==> src/rtl/ple_pkg.sv <==
// Shared types, widths and codes for the positional list engine.
// Used by every module of the block; depends on nothing.
`default_nettype none

package ple_pkg;

  // List size and index widths; an index of CAPACITY marks the end of the list.
  localparam int CAPACITY = 16;
  localparam int SLOT_W   = $clog2(CAPACITY);
  localparam int IDX_W    = $clog2(CAPACITY + 1);
  localparam int CNT_W    = $clog2(CAPACITY + 1);
  localparam logic [IDX_W-1:0] NIL_INDEX = IDX_W'(CAPACITY);

  // Field widths of the item formats.
  localparam int CMD_W  = 3;
  localparam int VAL_W  = 32;
  localparam int POS_W  = 16;
  localparam int STAT_W = 3;
  localparam int LEN_W  = 5;
  localparam int IN_TDATA_W  = 56;
  localparam int OUT_TDATA_W = 40;

  // Command codes.
  localparam logic [CMD_W-1:0] CMD_INS_HEAD = 3'd0;
  localparam logic [CMD_W-1:0] CMD_INS_TAIL = 3'd1;
  localparam logic [CMD_W-1:0] CMD_INS_POS  = 3'd2;
  localparam logic [CMD_W-1:0] CMD_DEL_POS  = 3'd3;
  localparam logic [CMD_W-1:0] CMD_DEL_VAL  = 3'd4;
  localparam logic [CMD_W-1:0] CMD_DUMP     = 3'd5;

  // Status codes.
  localparam logic [STAT_W-1:0] ST_OK         = 3'd0;
  localparam logic [STAT_W-1:0] ST_BELOW_ONE  = 3'd1;
  localparam logic [STAT_W-1:0] ST_OUT_BOUNDS = 3'd2;
  localparam logic [STAT_W-1:0] ST_EMPTY      = 3'd3;
  localparam logic [STAT_W-1:0] ST_NOT_FOUND  = 3'd4;
  localparam logic [STAT_W-1:0] ST_FULL       = 3'd5;

  // Write controls of the node memories.
  typedef struct packed {
    logic              val_we;
    logic [SLOT_W-1:0] val_addr;
    logic [VAL_W-1:0]  val_data;
    logic              link_we;
    logic [SLOT_W-1:0] link_addr;
    logic [IDX_W-1:0]  link_data;
  } node_wr_t;

  // Allocation and release requests for the free map.
  typedef struct packed {
    logic              set_en;
    logic [SLOT_W-1:0] set_slot;
    logic              clr_en;
    logic [SLOT_W-1:0] clr_slot;
  } map_upd_t;

endpackage

`default_nettype wire

==> src/rtl/ple_node_store.sv <==
// Node memories of the list: one value and one next index per slot.
// Synchronous, registered read; depends on ple_pkg.
`default_nettype none

module ple_node_store
  import ple_pkg::*;
(
  input  wire logic              clk,
  input  wire logic [SLOT_W-1:0] rd_addr,
  output logic      [VAL_W-1:0]  rd_value,
  output logic      [IDX_W-1:0]  rd_link,
  input  wire node_wr_t          wr
);

  logic [VAL_W-1:0] node_values [CAPACITY];
  logic [IDX_W-1:0] node_links  [CAPACITY];

  // Value memory: one write port, one registered read port.
  always_ff @(posedge clk) begin
    if (wr.val_we) begin
      node_values[wr.val_addr] <= wr.val_data;
    end
    rd_value <= node_values[rd_addr];
  end

  // Link memory: one write port, one registered read port.
  always_ff @(posedge clk) begin
    if (wr.link_we) begin
      node_links[wr.link_addr] <= wr.link_data;
    end
    rd_link <= node_links[rd_addr];
  end

endmodule

`default_nettype wire

==> src/rtl/ple_free_map.sv <==
// Occupancy map of the node slots, with the lowest free slot kept in a register.
// Depends on ple_pkg.
`default_nettype none

module ple_free_map
  import ple_pkg::*;
(
  input  wire logic              clk,
  input  wire logic              rst,
  input  wire map_upd_t          upd,
  output logic      [SLOT_W-1:0] free_slot,
  output logic                   map_full
);

  logic [CAPACITY-1:0] used_map;
  logic [SLOT_W-1:0]   lowest;

  // Priority search for the lowest clear bit.
  always_comb begin
    lowest = '0;
    for (int i = CAPACITY - 1; i >= 0; i--) begin
      if (!used_map[i]) begin
        lowest = SLOT_W'(i);
      end
    end
  end

  assign map_full = &used_map;

  // Map updates; the free slot is registered, so it follows the map in the next cycle.
  always_ff @(posedge clk) begin
    if (rst) begin
      used_map  <= '0;
      free_slot <= '0;
    end else begin
      if (upd.set_en) begin
        used_map[upd.set_slot] <= 1'b1;
      end
      if (upd.clr_en) begin
        used_map[upd.clr_slot] <= 1'b0;
      end
      free_slot <= lowest;
    end
  end

  // A slot is only allocated while it is free, and only released while taken.
  a_alloc_free: assert property (@(posedge clk) disable iff (rst)
    upd.set_en |-> !used_map[upd.set_slot])
    else $error("allocated slot already in use");
  a_release_used: assert property (@(posedge clk) disable iff (rst)
    upd.clr_en |-> used_map[upd.clr_slot])
    else $error("released slot not in use");

endmodule

`default_nettype wire

==> src/rtl/positional_list_engine_core.sv <==
// Top level of the positional list engine: command decode, list walk and result register.
// Depends on ple_pkg, ple_node_store and ple_free_map.
//
// Usage:
//   Commands arrive on the s_ stream, one item each, and are taken while the
//   engine is idle. Each command answers with one result item on the m_ stream;
//   a dump of a non-empty list answers with one item per entry, head first,
//   with m_tlast set on the final one. Every other command also sets m_tlast.
//   Flow: an insert at the front of the list and every rejected command go straight
//   to the response state after the accept. Commands that walk the list step one
//   link per cycle through the node memory read port (the read address of the next
//   step is the link just read): a positional insert walks to the node before its
//   place, writes the new node and then links it in, a delete walks to its position,
//   a value delete to the first match or the tail, and a dump emits one item per
//   cycle while the receiver is not stalled. The next command can be accepted in the
//   cycle after the last result is loaded. A stalled receiver holds the result
//   register; a dump then pauses on the current entry until the item is taken.
//   Reset clears the list to empty, the free map to all free and drops any
//   pending result.
`default_nettype none

module positional_list_engine_core
  import ple_pkg::*;
(
  input  wire logic                   clk,
  input  wire logic                   rst,
  input  wire logic                   s_tvalid,
  output logic                        s_tready,
  // s_tdata: cmd[2:0], item_value[34:3], position[50:35], zero pad[55:51]
  input  wire logic [IN_TDATA_W-1:0]  s_tdata,
  output logic                        m_tvalid,
  input  wire logic                   m_tready,
  // m_tdata: read_value[31:0], length[36:32], zero pad[39:37]
  output logic      [OUT_TDATA_W-1:0] m_tdata,
  // m_tuser: status[2:0]
  output logic      [STAT_W-1:0]      m_tuser,
  output logic                        m_tlast
);

  // Sequencer states and walk modes.
  localparam logic [1:0] S_IDLE = 2'd0;
  localparam logic [1:0] S_WALK = 2'd1;
  localparam logic [1:0] S_LINK = 2'd2;
  localparam logic [1:0] S_RESP = 2'd3;

  localparam logic [1:0] M_INS  = 2'd0;
  localparam logic [1:0] M_DELP = 2'd1;
  localparam logic [1:0] M_DELV = 2'd2;
  localparam logic [1:0] M_DUMP = 2'd3;

  logic [1:0]        state;
  logic [1:0]        mode;
  logic [IDX_W-1:0]  head;
  logic [CNT_W-1:0]  count;
  logic [IDX_W-1:0]  cur;
  logic [IDX_W-1:0]  prev;
  logic [CNT_W-1:0]  step;
  logic [CNT_W-1:0]  tgt;
  logic [SLOT_W-1:0] new_slot;
  logic [VAL_W-1:0]  val_reg;
  logic [STAT_W-1:0] stat;

  logic [VAL_W-1:0]  out_value;
  logic [LEN_W-1:0]  out_length;

  logic [SLOT_W-1:0] rd_addr;
  logic [VAL_W-1:0]  rd_value;
  logic [IDX_W-1:0]  rd_link;
  node_wr_t          node_wr;
  map_upd_t          map_upd;
  logic [SLOT_W-1:0] free_slot;
  logic              map_full;

  ple_node_store u_store (
    .clk      (clk),
    .rd_addr  (rd_addr),
    .rd_value (rd_value),
    .rd_link  (rd_link),
    .wr       (node_wr)
  );

  ple_free_map u_map (
    .clk       (clk),
    .rst       (rst),
    .upd       (map_upd),
    .free_slot (free_slot),
    .map_full  (map_full)
  );

  // Input fields.
  logic [CMD_W-1:0] in_cmd;
  logic [VAL_W-1:0] in_val;
  logic [POS_W-1:0] in_pos;
  assign in_cmd = s_tdata[CMD_W-1:0];
  assign in_val = s_tdata[CMD_W+VAL_W-1:CMD_W];
  assign in_pos = s_tdata[CMD_W+VAL_W+POS_W-1:CMD_W+VAL_W];

  logic accept;
  logic out_free;
  logic load;
  assign s_tready = (state == S_IDLE);
  assign accept   = s_tvalid && s_tready;
  assign out_free = !m_tvalid || m_tready;
  // A result item is loaded from the response state or from each dump step.
  assign load     = out_free &&
                    ((state == S_RESP) || ((state == S_WALK) && (mode == M_DUMP)));

  // Command decode against the current length.
  logic [POS_W:0]   pos_ext;
  logic [POS_W:0]   cnt_ext;
  logic             is_full;
  logic             do_ins;
  logic [CNT_W-1:0] ins_k;
  logic             head_ins;
  logic             go_walk;
  logic [1:0]       dec_mode;
  logic [CNT_W-1:0] dec_tgt;
  logic [STAT_W-1:0] dec_stat;

  assign pos_ext = {1'b0, in_pos};
  assign cnt_ext = (POS_W+1)'(count);
  assign is_full = (count >= CNT_W'(CAPACITY)) || map_full;

  always_comb begin
    do_ins   = 1'b0;
    ins_k    = '0;
    head_ins = 1'b0;
    go_walk  = 1'b0;
    dec_mode = M_INS;
    dec_tgt  = '0;
    dec_stat = ST_OK;
    case (in_cmd)
      CMD_INS_HEAD: do_ins = 1'b1;
      CMD_INS_TAIL: begin
        do_ins = 1'b1;
        ins_k  = count;
      end
      CMD_INS_POS: begin
        if (in_pos == '0) begin
          dec_stat = ST_BELOW_ONE;
        end else if (pos_ext > cnt_ext + 1'b1) begin
          dec_stat = ST_OUT_BOUNDS;
        end else begin
          do_ins = 1'b1;
          ins_k  = CNT_W'(in_pos - 1'b1);
        end
      end
      CMD_DEL_POS: begin
        if (count == '0) begin
          dec_stat = ST_EMPTY;
        end else if (in_pos == '0) begin
          dec_stat = ST_BELOW_ONE;
        end else if (pos_ext > cnt_ext) begin
          dec_stat = ST_OUT_BOUNDS;
        end else begin
          go_walk  = 1'b1;
          dec_mode = M_DELP;
          dec_tgt  = CNT_W'(in_pos - 1'b1);
        end
      end
      CMD_DEL_VAL: begin
        if (count == '0) begin
          dec_stat = ST_EMPTY;
        end else begin
          go_walk  = 1'b1;
          dec_mode = M_DELV;
        end
      end
      CMD_DUMP: begin
        if (count == '0) begin
          dec_stat = ST_EMPTY;
        end else begin
          go_walk  = 1'b1;
          dec_mode = M_DUMP;
        end
      end
      default: dec_stat = ST_OK;
    endcase
    // Insertion: the full check follows the position checks.
    if (do_ins) begin
      if (is_full) begin
        dec_stat = ST_FULL;
      end else if (ins_k == '0) begin
        head_ins = 1'b1;
      end else begin
        go_walk  = 1'b1;
        dec_mode = M_INS;
        dec_tgt  = ins_k - 1'b1;
      end
    end
  end

  // Walk step: the node at place step is on the read port in every walk cycle.
  logic [IDX_W-1:0] nxt;
  logic             at_tgt;
  logic             is_last;
  logic             match;
  logic             ins_here;
  logic             remove;
  logic             advance;

  assign nxt     = (rd_link < NIL_INDEX) ? rd_link : NIL_INDEX;
  assign at_tgt  = (step == tgt);
  assign is_last = (CNT_W'(step + 1'b1) == count);
  assign match   = (rd_value == val_reg);

  assign ins_here = (state == S_WALK) && (mode == M_INS) && at_tgt;
  assign remove   = (state == S_WALK) &&
                    (((mode == M_DELP) && at_tgt) || ((mode == M_DELV) && match));

  always_comb begin
    advance = 1'b0;
    if (state == S_WALK) begin
      case (mode)
        M_INS:   advance = !at_tgt;
        M_DELP:  advance = !at_tgt;
        M_DELV:  advance = !match && !is_last;
        default: advance = out_free && !is_last;
      endcase
    end
  end

  // Read address: head when idle, the next link while stepping, else hold.
  always_comb begin
    if (state == S_IDLE) begin
      rd_addr = head[SLOT_W-1:0];
    end else if (advance) begin
      rd_addr = nxt[SLOT_W-1:0];
    end else begin
      rd_addr = cur[SLOT_W-1:0];
    end
  end

  // Node memory writes and free map updates.
  always_comb begin
    node_wr = '0;
    map_upd = '0;
    if (accept && head_ins) begin
      node_wr.val_we    = 1'b1;
      node_wr.val_addr  = free_slot;
      node_wr.val_data  = in_val;
      node_wr.link_we   = 1'b1;
      node_wr.link_addr = free_slot;
      node_wr.link_data = head;
      map_upd.set_en    = 1'b1;
      map_upd.set_slot  = free_slot;
    end
    if (ins_here) begin
      node_wr.val_we    = 1'b1;
      node_wr.val_addr  = new_slot;
      node_wr.val_data  = val_reg;
      node_wr.link_we   = 1'b1;
      node_wr.link_addr = new_slot;
      node_wr.link_data = nxt;
      map_upd.set_en    = 1'b1;
      map_upd.set_slot  = new_slot;
    end
    if (state == S_LINK) begin
      node_wr.link_we   = 1'b1;
      node_wr.link_addr = cur[SLOT_W-1:0];
      node_wr.link_data = IDX_W'(new_slot);
    end
    if (remove) begin
      if (step != '0) begin
        node_wr.link_we   = 1'b1;
        node_wr.link_addr = prev[SLOT_W-1:0];
        node_wr.link_data = nxt;
      end
      map_upd.clr_en   = 1'b1;
      map_upd.clr_slot = cur[SLOT_W-1:0];
    end
  end

  // Sequencer, list registers and result register.
  always_ff @(posedge clk) begin
    if (rst) begin
      state    <= S_IDLE;
      head     <= NIL_INDEX;
      count    <= '0;
      m_tvalid <= 1'b0;
    end else begin
      if (load) begin
        m_tvalid <= 1'b1;
      end else if (m_tready) begin
        m_tvalid <= 1'b0;
      end
      unique case (state)
        S_IDLE: begin
          if (accept) begin
            val_reg  <= in_val;
            new_slot <= free_slot;
            cur      <= head;
            prev     <= head;
            step     <= '0;
            mode     <= dec_mode;
            tgt      <= dec_tgt;
            stat     <= dec_stat;
            if (head_ins) begin
              head  <= IDX_W'(free_slot);
              count <= count + 1'b1;
            end
            state <= go_walk ? S_WALK : S_RESP;
          end
        end
        S_WALK: begin
          if (advance) begin
            prev <= cur;
            cur  <= nxt;
            step <= step + 1'b1;
          end
          if (ins_here) begin
            count <= count + 1'b1;
            state <= S_LINK;
          end
          if (remove) begin
            if (step == '0) begin
              head <= nxt;
            end
            count <= count - 1'b1;
            stat  <= ST_OK;
            state <= S_RESP;
          end
          if ((mode == M_DELV) && !match && is_last) begin
            stat  <= ST_NOT_FOUND;
            state <= S_RESP;
          end
          if ((mode == M_DUMP) && out_free) begin
            m_tuser    <= ST_OK;
            out_value  <= rd_value;
            out_length <= LEN_W'(count);
            m_tlast    <= is_last;
            if (is_last) begin
              state <= S_IDLE;
            end
          end
        end
        S_LINK: begin
          stat  <= ST_OK;
          state <= S_RESP;
        end
        S_RESP: begin
          if (out_free) begin
            m_tuser    <= stat;
            out_value  <= '0;
            out_length <= LEN_W'(count);
            m_tlast    <= 1'b1;
            state      <= S_IDLE;
          end
        end
        default: state <= S_IDLE;
      endcase
    end
  end

  assign m_tdata = {(OUT_TDATA_W - VAL_W - LEN_W)'(0), out_length, out_value};

  // List bookkeeping stays consistent.
  a_count_bound: assert property (@(posedge clk) disable iff (rst)
    count <= CNT_W'(CAPACITY))
    else $error("entry count above capacity");
  a_head_empty: assert property (@(posedge clk) disable iff (rst)
    (count == '0) == (head == NIL_INDEX))
    else $error("head index disagrees with entry count");
  a_walk_bound: assert property (@(posedge clk) disable iff (rst)
    (state == S_WALK) |-> (step < count) && (cur != NIL_INDEX))
    else $error("walk ran past the end of the list");
  a_walk_done: assert property (@(posedge clk) disable iff (rst)
    (state == S_LINK) |=> (state == S_RESP))
    else $error("link write not followed by a result");

endmodule

`default_nettype wire

==> config.mk <==
export PLATFORM = sky130hd
export DESIGN_NAME = positional_list_engine_core
export DESIGN_NICKNAME = d
export VERILOG_FILES = /design/src/rtl/ple_pkg.sv /design/src/rtl/ple_node_store.sv /design/src/rtl/ple_free_map.sv /design/src/rtl/positional_list_engine_core.sv
export SDC_FILE = /design/constraint.sdc
export NUM_CORES = 1
export LEC_CHECK = 0
export BUFFER_PORTS_ARGS = -buffer_cell sky130_fd_sc_hd__buf_2
export CORE_MARGIN = 2
export CORE_UTILIZATION = 55
export CTS_CLUSTER_SIZE = 40
export DETAILED_ROUTE_END_ITERATION = 10
export HOLD_SLACK_MARGIN = 0.15
export PLACE_DENSITY = 0.72
export SETUP_SLACK_MARGIN = 0.02
export SLEW_MARGIN = 20
export SYNTH_ARGS = -nofsm -noshare
export SYNTH_HDL_FRONTEND = slang
export SYNTH_SLANG_ARGS = --single-unit
export TNS_END_PERCENT = 5
==> constraint.sdc <==
create_clock -name clk -period 7.85 [get_ports clk]
set_input_delay 0 -clock clk [delete_from_list [all_inputs] [get_ports clk]]
set_output_delay 0 -clock clk [all_outputs]
set_load 0.005 [all_outputs]
==> reports/qor.yml, run 1 <==
run_status: "finished, final reports clean"
grt_pass1_wl_mm: 113
critPathLaunch: "count[2]"
yosys.area.top_type: "edfxtp_1"
dr.first_iter.drc_count: 1971
startpoint_type: "flop"
detail_route.wirelength_mm: 76.3
cts_resized: 0
gr-total-overflow: 0
use_met2_pct: 41.6
rsz0062_at_grt: "no"
synth_edf_count: 692
cts_made_buffers: 76
syn_area_sq_um: 31400
synthFlopType: "edfxtp_1"
ir_drop_mv: 0.250
grt_pass1_vias: 18495
grt_max_degree: 81
worstSetupPathType: "flop to flop"
hold_class: "input pin to flop"
setup_tns_ns: 0
cp.required_ns: 8.18
fin_hold_ws_ns: 0.186
p_leak_nw: 13.1
cts_tree: "built"
met3_usage_pct: 4.48
clkTransAtPathRegs_ns: 0.06
via_per_inst: 6.12
antenna_found_initial: 0
multi_input_area_sq_um: 8740
power_density_nw_per_um2: 333
min_from: "s_tdata[8]"
htreeDepth: 3
fmax_mhz: 160
reg.largest.list: "u_store.node_values x512, u_store.node_links x80"
synthArstFlopShare_pct: 0
drcViolationCount: 0
min_period_over_period_pct: 79.5
coreArea_sq_um: 56400
num-fill-cells: 3988
setup_violations: 0
end_kind: "flop"
yosys.area.top_type_share_pct: 66.2
netlist_instances: 2027
finalPower_mw: 12.1
nets: 2322
clock_latency_ns: 0.63
max_slew_margin_pct: 24.8
post-dp-hpwl_mm: 44.7
gr-max-usage-layer: "met2"
final_util_pct: 64.4
crit_arrival_ns: 6.57
fin_crit_ns: 6.24
routabilityCongestion: 0.884
largest_register_ffs: 512
avgRoutedWirePerCell_microns: 25.0
seq_area_frac_synth_pct: 70.7
cts_root_buf: "clkbuf_16"
grt_use_met1_pct: 35.3
syn_area_per_cell_sq_um: 15.5
start_util_pct: 55.6
dieArea_sq_um: 59000
synth_warnings: 0
netlist-cell-type-count: 74
die-width_microns: 243
worst_slack_ns: 1.61
skew_ns: 0.0263
diodes: 0
rows: 87
drtAntennaViolNets: 0
crit_fanout: 21
largest_register: "u_store.node_values"
first_pass_iters: 5
tightest_slew_ns: 1.13
hold_viol_final: 0
synth_seq_cells: 762
timing.rr.start: "count[2]"
clockBufferDepth: 3
port_buffers: 97
ys_top_cells_by_area: "edfxtp_1 66%, mux2i_1 6.2%, dfxtp_1 4.5%"
regArea_sq_um: 22200
final_layout_size_suffix_gt1_share_pct: 18.2
dp_slack_ns: 1.26
die_h_microns: 243
maxCapViolations: 0
track_usage_pct: 25.8
clock_sinks: 762
io_pins: 106
slew_violations: 0
vias: 18728
layout-area-overhead-vs-synth_pct: 15.8
## what timing repair did
item / 4_1_cts / 5_1_grt
buffers inserted: 0 / 0
hold buffers: 80 / 0
endpoints found under the hold margin: 475 / 0
## kinds of logic (layout without fill, tap and decap cells)
kind of cell	count (synthesis)	in the layout	synth area share [%]
compound gates	327	327	7.44
flops	762	762	70.7
xor+xnor	56	56	1.61
simple gates	423	423	7.00
fa+ha+maj	23	23	0.917
other cells	1	3	0.0120
mux	306	306	10.2
buf+inv	129	402	2.09
## per-stage QoR
step / area, sq um / cells
global placement: 32900 / 2837
detailed placement: 32900 / 2837
global route: 36300 / 3058
floorplan: 31400 / 2029
CTS: 36300 / 3058
finish: 36300 / 3058
## power breakdown
group | switching (mW) | leakage [nW] | internal, mW
combinational | 2.00 | 5.18 | 1.40
sequential | 0.185 | 6.70 | 4.75
clock | 1.53 | 1.26 | 2.21
## placed cells by master (no fill, tap or decap), types with 6 or more instances in the layout
master / count
a21oi_1: 29
a22o_1: 38
a22oi_1: 9
a31oi_1: 19
and2_1: 6
and3_1: 7
buf_2: 97
buf_4: 45
bufinv_16: 11
clkbuf_1: 13
clkbuf_16: 78
clkinv_1: 15
clkinv_2: 13
dfxtp_1: 70
dlygate4sd3_1: 80
edfxtp_1: 692
ha_1: 22
inv_1: 31
mux2_2: 113
mux2i_1: 193
nand2_1: 118
nand2b_1: 11
nand3_1: 50
nor2_1: 44
nor2_4: 14
nor2b_1: 46
nor3_1: 35
nor4_1: 13
o21a_1: 19
o21ai_0: 36
o22ai_1: 79
o2bb2ai_1: 38
or3_1: 7
or4_1: 38
xnor2_1: 19
xor2_1: 36
## worst paths after layout
check,slack [ns],endpoint,depth (start not counted)
hold reg to reg,0.47,new_slot[2],0
setup / recovery,1.61,u_store.node_values[7][21],18
hold / removal,0.19,val_reg[5],2
setup reg to reg,1.61,u_store.node_values[7][21],18
## synthesized netlist by cell type (all sizes together) (3+ instances only)
| cell type | n |
|---|---|
| a22oi | 9 |
| nand2b | 12 |
| nand2 | 118 |
| or3 | 7 |
| nor4 | 15 |
| mux2 | 113 |
| o31ai | 6 |
| a21boi | 5 |
| ha | 23 |
| xnor2 | 19 |
| mux2i | 193 |
| a221oi | 3 |
| nor3 | 38 |
| o22ai | 79 |
| edfxtp | 692 |
| dfxtp | 70 |
| xor2 | 36 |
| or4 | 39 |
| a2111oi | 7 |
| a22o | 38 |
| o21a | 19 |
| a31oi | 19 |
| nor3b | 4 |
| and3 | 8 |
| nand3 | 52 |
| and2 | 7 |
| o21ai | 38 |
| clkbuf | 58 |
| nand4 | 6 |
| buf | 37 |
| nor2 | 58 |
| and4 | 5 |
| o2bb2ai | 38 |
| a21oi | 30 |
| or2 | 3 |
| inv | 34 |
| nor2b | 47 |
| a31o | 4 |
| a211oi | 9 |
## per-layer routing
metal / share of wire, % / wire (microns)
met1: 41 / 31200
met2: 48 / 36400
met3: 8.3 / 6350
met4: 3.1 / 2360
met5: 0 / 0
## critical path, stage by stage, from the launching register on
cell and delay (ns):
dfxtp_1 0.60, inv_1 0.11, nor3_1 0.36, nand3_1 0.15
ha_1 0.32, a2111oi_0 0.13, mux2_2 0.30, a31oi_1 0.41
or3_1 0.26, nor2_1 0.07, a21oi_1 0.19, ha_1 0.18
nand2_1 0.12, nor4_1 0.28, nand2_1 0.17, nor4_2 0.62
a31oi_1 0.47, nor2_4 0.87, buf_4 0.32
## final cells by class
class,count,share of cell area [%]
clock buffer,93,5.57
timing repair buffer,227,4.75
clock inverter,48,1.61
tap,756,2.60
inverter,34,0.351
sequential,762,61.1
multi-input combinational,1138,24.1
Note: power is estimated with default switching activity, not from simulation.
==> run 2, diff against run 1 <==
- PLACE_DENSITY: 0.72 -> 0.75
- clock period: 7.85 -> 5.6 ns (I/O delays scaled with it)
==> reports/qor.yml, run 2 (synthesized netlist as in run 1, its figures left out) <==
largest_register: "u_store.node_values"
clock_sinks: 762  # unchanged
startpoint_type: "flop"
hold_viol_final: 0  # unchanged
slew_violations: 0  # unchanged
placed_area_sq_um: 33500  # +1.7%
antenna_found_initial: 2  # +2
gr-total-overflow: 0  # unchanged
grt_pass1_wl_mm: 115  # +1.8%
clock_latency_ns: 0.63  # about the same
fmax_mhz: 191  # +20%
first_pass_iters: 5  # unchanged
grt_max_degree: 66  # -19%
routabilityCongestion: 0.890  # +0.67%
max_slew_margin_pct: 34.1  # +9.4 points
crit_fanout: 8  # -62%
power_density_nw_per_um2: 457  # +38%
clockBufferDepth: 3  # unchanged
worstRegToRegCells: 20  # +2
reg.largest.list: "u_store.node_values x512, u_store.node_links x80"
dp_slack_ns: 0.242  # -1.02 ns
final_util_pct: 65.1  # +0.67 points
dieArea_sq_um: 59000  # unchanged
end_kind: "flop"
avgRoutedWirePerCell_microns: 25.1  # +0.77%
port_buffers: 97  # unchanged
final_cell_mix: "692 x edfxtp_1, 193 x mux2i_1, 118 x nand2_1, 113 x mux2_2, 97 x buf_2"
regArea_sq_um: 22200  # unchanged
setup_tns_ns: 0  # unchanged
setup_violations: 0  # unchanged
layout-area-overhead-vs-synth_pct: 17.0
hold_class: "input pin to flop"
stdcell_area_sq_um: 36700  # +1.0%
largest_register_ffs: 512  # unchanged
vias: 18922  # +1.0%
cp.required_ns: 5.99  # -2.19 ns
num-fill-cells: 3948  # -1.0%
fin_hold_ws_ns: 0.165  # -0.0207 ns
die-width_microns: 243  # unchanged
layout_commonest_cell: "edfxtp_1"
fin_crit_ns: 5.22  # -1.02 ns
skew_ns: 0.0315  # +0.00521 ns
dr.first_iter.drc_count: 1991  # +1.0%
clkTransAtPathRegs_ns: 0.06  # about the same
rows: 87  # unchanged
crit_arrival_ns: 5.61  # -0.96 ns
min_period_over_period_pct: 93.3  # +14 points
cts_tree: "built"
io_pins: 106  # unchanged
drcViolationCount: 0  # unchanged
htreeDepth: 3  # unchanged
coreArea_sq_um: 56400  # unchanged
cts_setup_buffers: 0  # unchanged
worst_slack_ns: 0.375  # -1.23 ns
run_status: "finished, final reports clean"
drtAntennaViolNets: 0  # unchanged
detail_route.wirelength_mm: 77.9  # +2.1%
rsz0062_at_grt: "yes"
die_h_microns: 243  # unchanged
tightest_slew_ns: 0.982  # -0.145 ns
final_layout_size_suffix_gt1_share_pct: 19.6  # +1.3 points
holdPathStages: 2  # unchanged
multi_input_area_sq_um: 8760  # +0.26%
cts_root_buf: "clkbuf_16"
via_per_inst: 6.11  # -0.24%
grt_pass1_vias: 18826  # +1.8%
worstSetupPathType: "flop to flop"
ir_drop_mv: 0.296  # +18%
maxCapViolations: 0  # unchanged
start_util_pct: 55.6  # unchanged
nets: 2361  # +1.7%
cts_made_buffers: 75  # -1.3%
p_leak_nw: 13.3  # +1.5%
track_usage_pct: 26.2  # +0.43 points
post-dp-hpwl_mm: 46.4  # +3.8%
==> run 2: changes by cell type in the layout (fill, tap and decap cells not counted), moves of 3 or more <==
cell,delta
clkbuf_1,+12
clkinv_1,-8
clkinvlp_4,-3
clkbuf_8,+6
buf_4,+21
nor3_1,-3
bufinv_16,-8
buf_12,+21
==> run 2: metrics by stage <==
step,power [mW],cells
2_1_floorplan,10.4,2029
3_3_place_gp,11.8,2879
3_5_place_dp,11.9,2879
4_1_cts,16.8,3096
5_1_grt,17.4,3096
6_report,16.8,3097
==> run 2: report_power, final <==
group          switching (mW)  leakage, nW  internal [mW]
Sequential              0.243         6.70           6.66
Combinational            2.89         5.47           2.09
Clock                    2.13         1.17           2.77
Total                    5.27         13.3           11.5
==> run 2: cell type report <==
type / count / share of cell area (%)
tap: 756 / 2.58
timing repair buffer: 267 / 6.22
clock inverter: 31 / 0.839
clock buffer: 108 / 5.70
inverter: 34 / 0.348
sequential: 762 / 60.4
multi-input combinational: 1138 / 23.9
antenna: 1 / 0.00682
==> run 2: metal layers <==
| layer | track usage [%] | up-vias | part of all wire (%) |
|---|---|---|---|
| li1 | - | 8439 | - |
| met1 | 35.1 | 9489 | 40 |
| met2 | 44.0 | 852 | 49 |
| met3 | 3.81 | 142 | 7.6 |
| met4 | 9.06 | 0 | 2.8 |
| met5 | 0 | - | 0 |
==> run 2: critical path, stage by stage (launching register included) <==
cell and delay (ns):
dfxtp_1 0.46, inv_1 0.15, nor3_1 0.22, buf_4 0.16
nand3_1 0.07, ha_1 0.31, nand3_1 0.11, mux2_2 0.34
a31oi_2 0.28, or3_1 0.24, nor2_1 0.07, a21oi_1 0.21
ha_1 0.19, nand2_1 0.10, nor4_1 0.24, nand2_1 0.18
nor3_2 0.32, a221oi_1 0.18, o31ai_2 0.85, nor3_1 0.12
buf_4 0.21
==> run 2: path summary, 6_finish.rpt <==
path | slack [ns] | start | end
setup / recovery | 0.38 | count[0] | u_store.node_links[8][0]
hold reg to reg | 0.47 | u_map.free_slot[2] | new_slot[2]
setup reg to reg | 0.38 | count[0] | u_store.node_links[8][0]
hold / removal | 0.17 | s_tdata[34] | val_reg[31]
==> run 2: timing repair <==
item	in CTS	in global routing
setup endpoints to repair	0	266
hold buffers	78	0
endpoints found under the hold margin	565	0
resized for setup	0	9
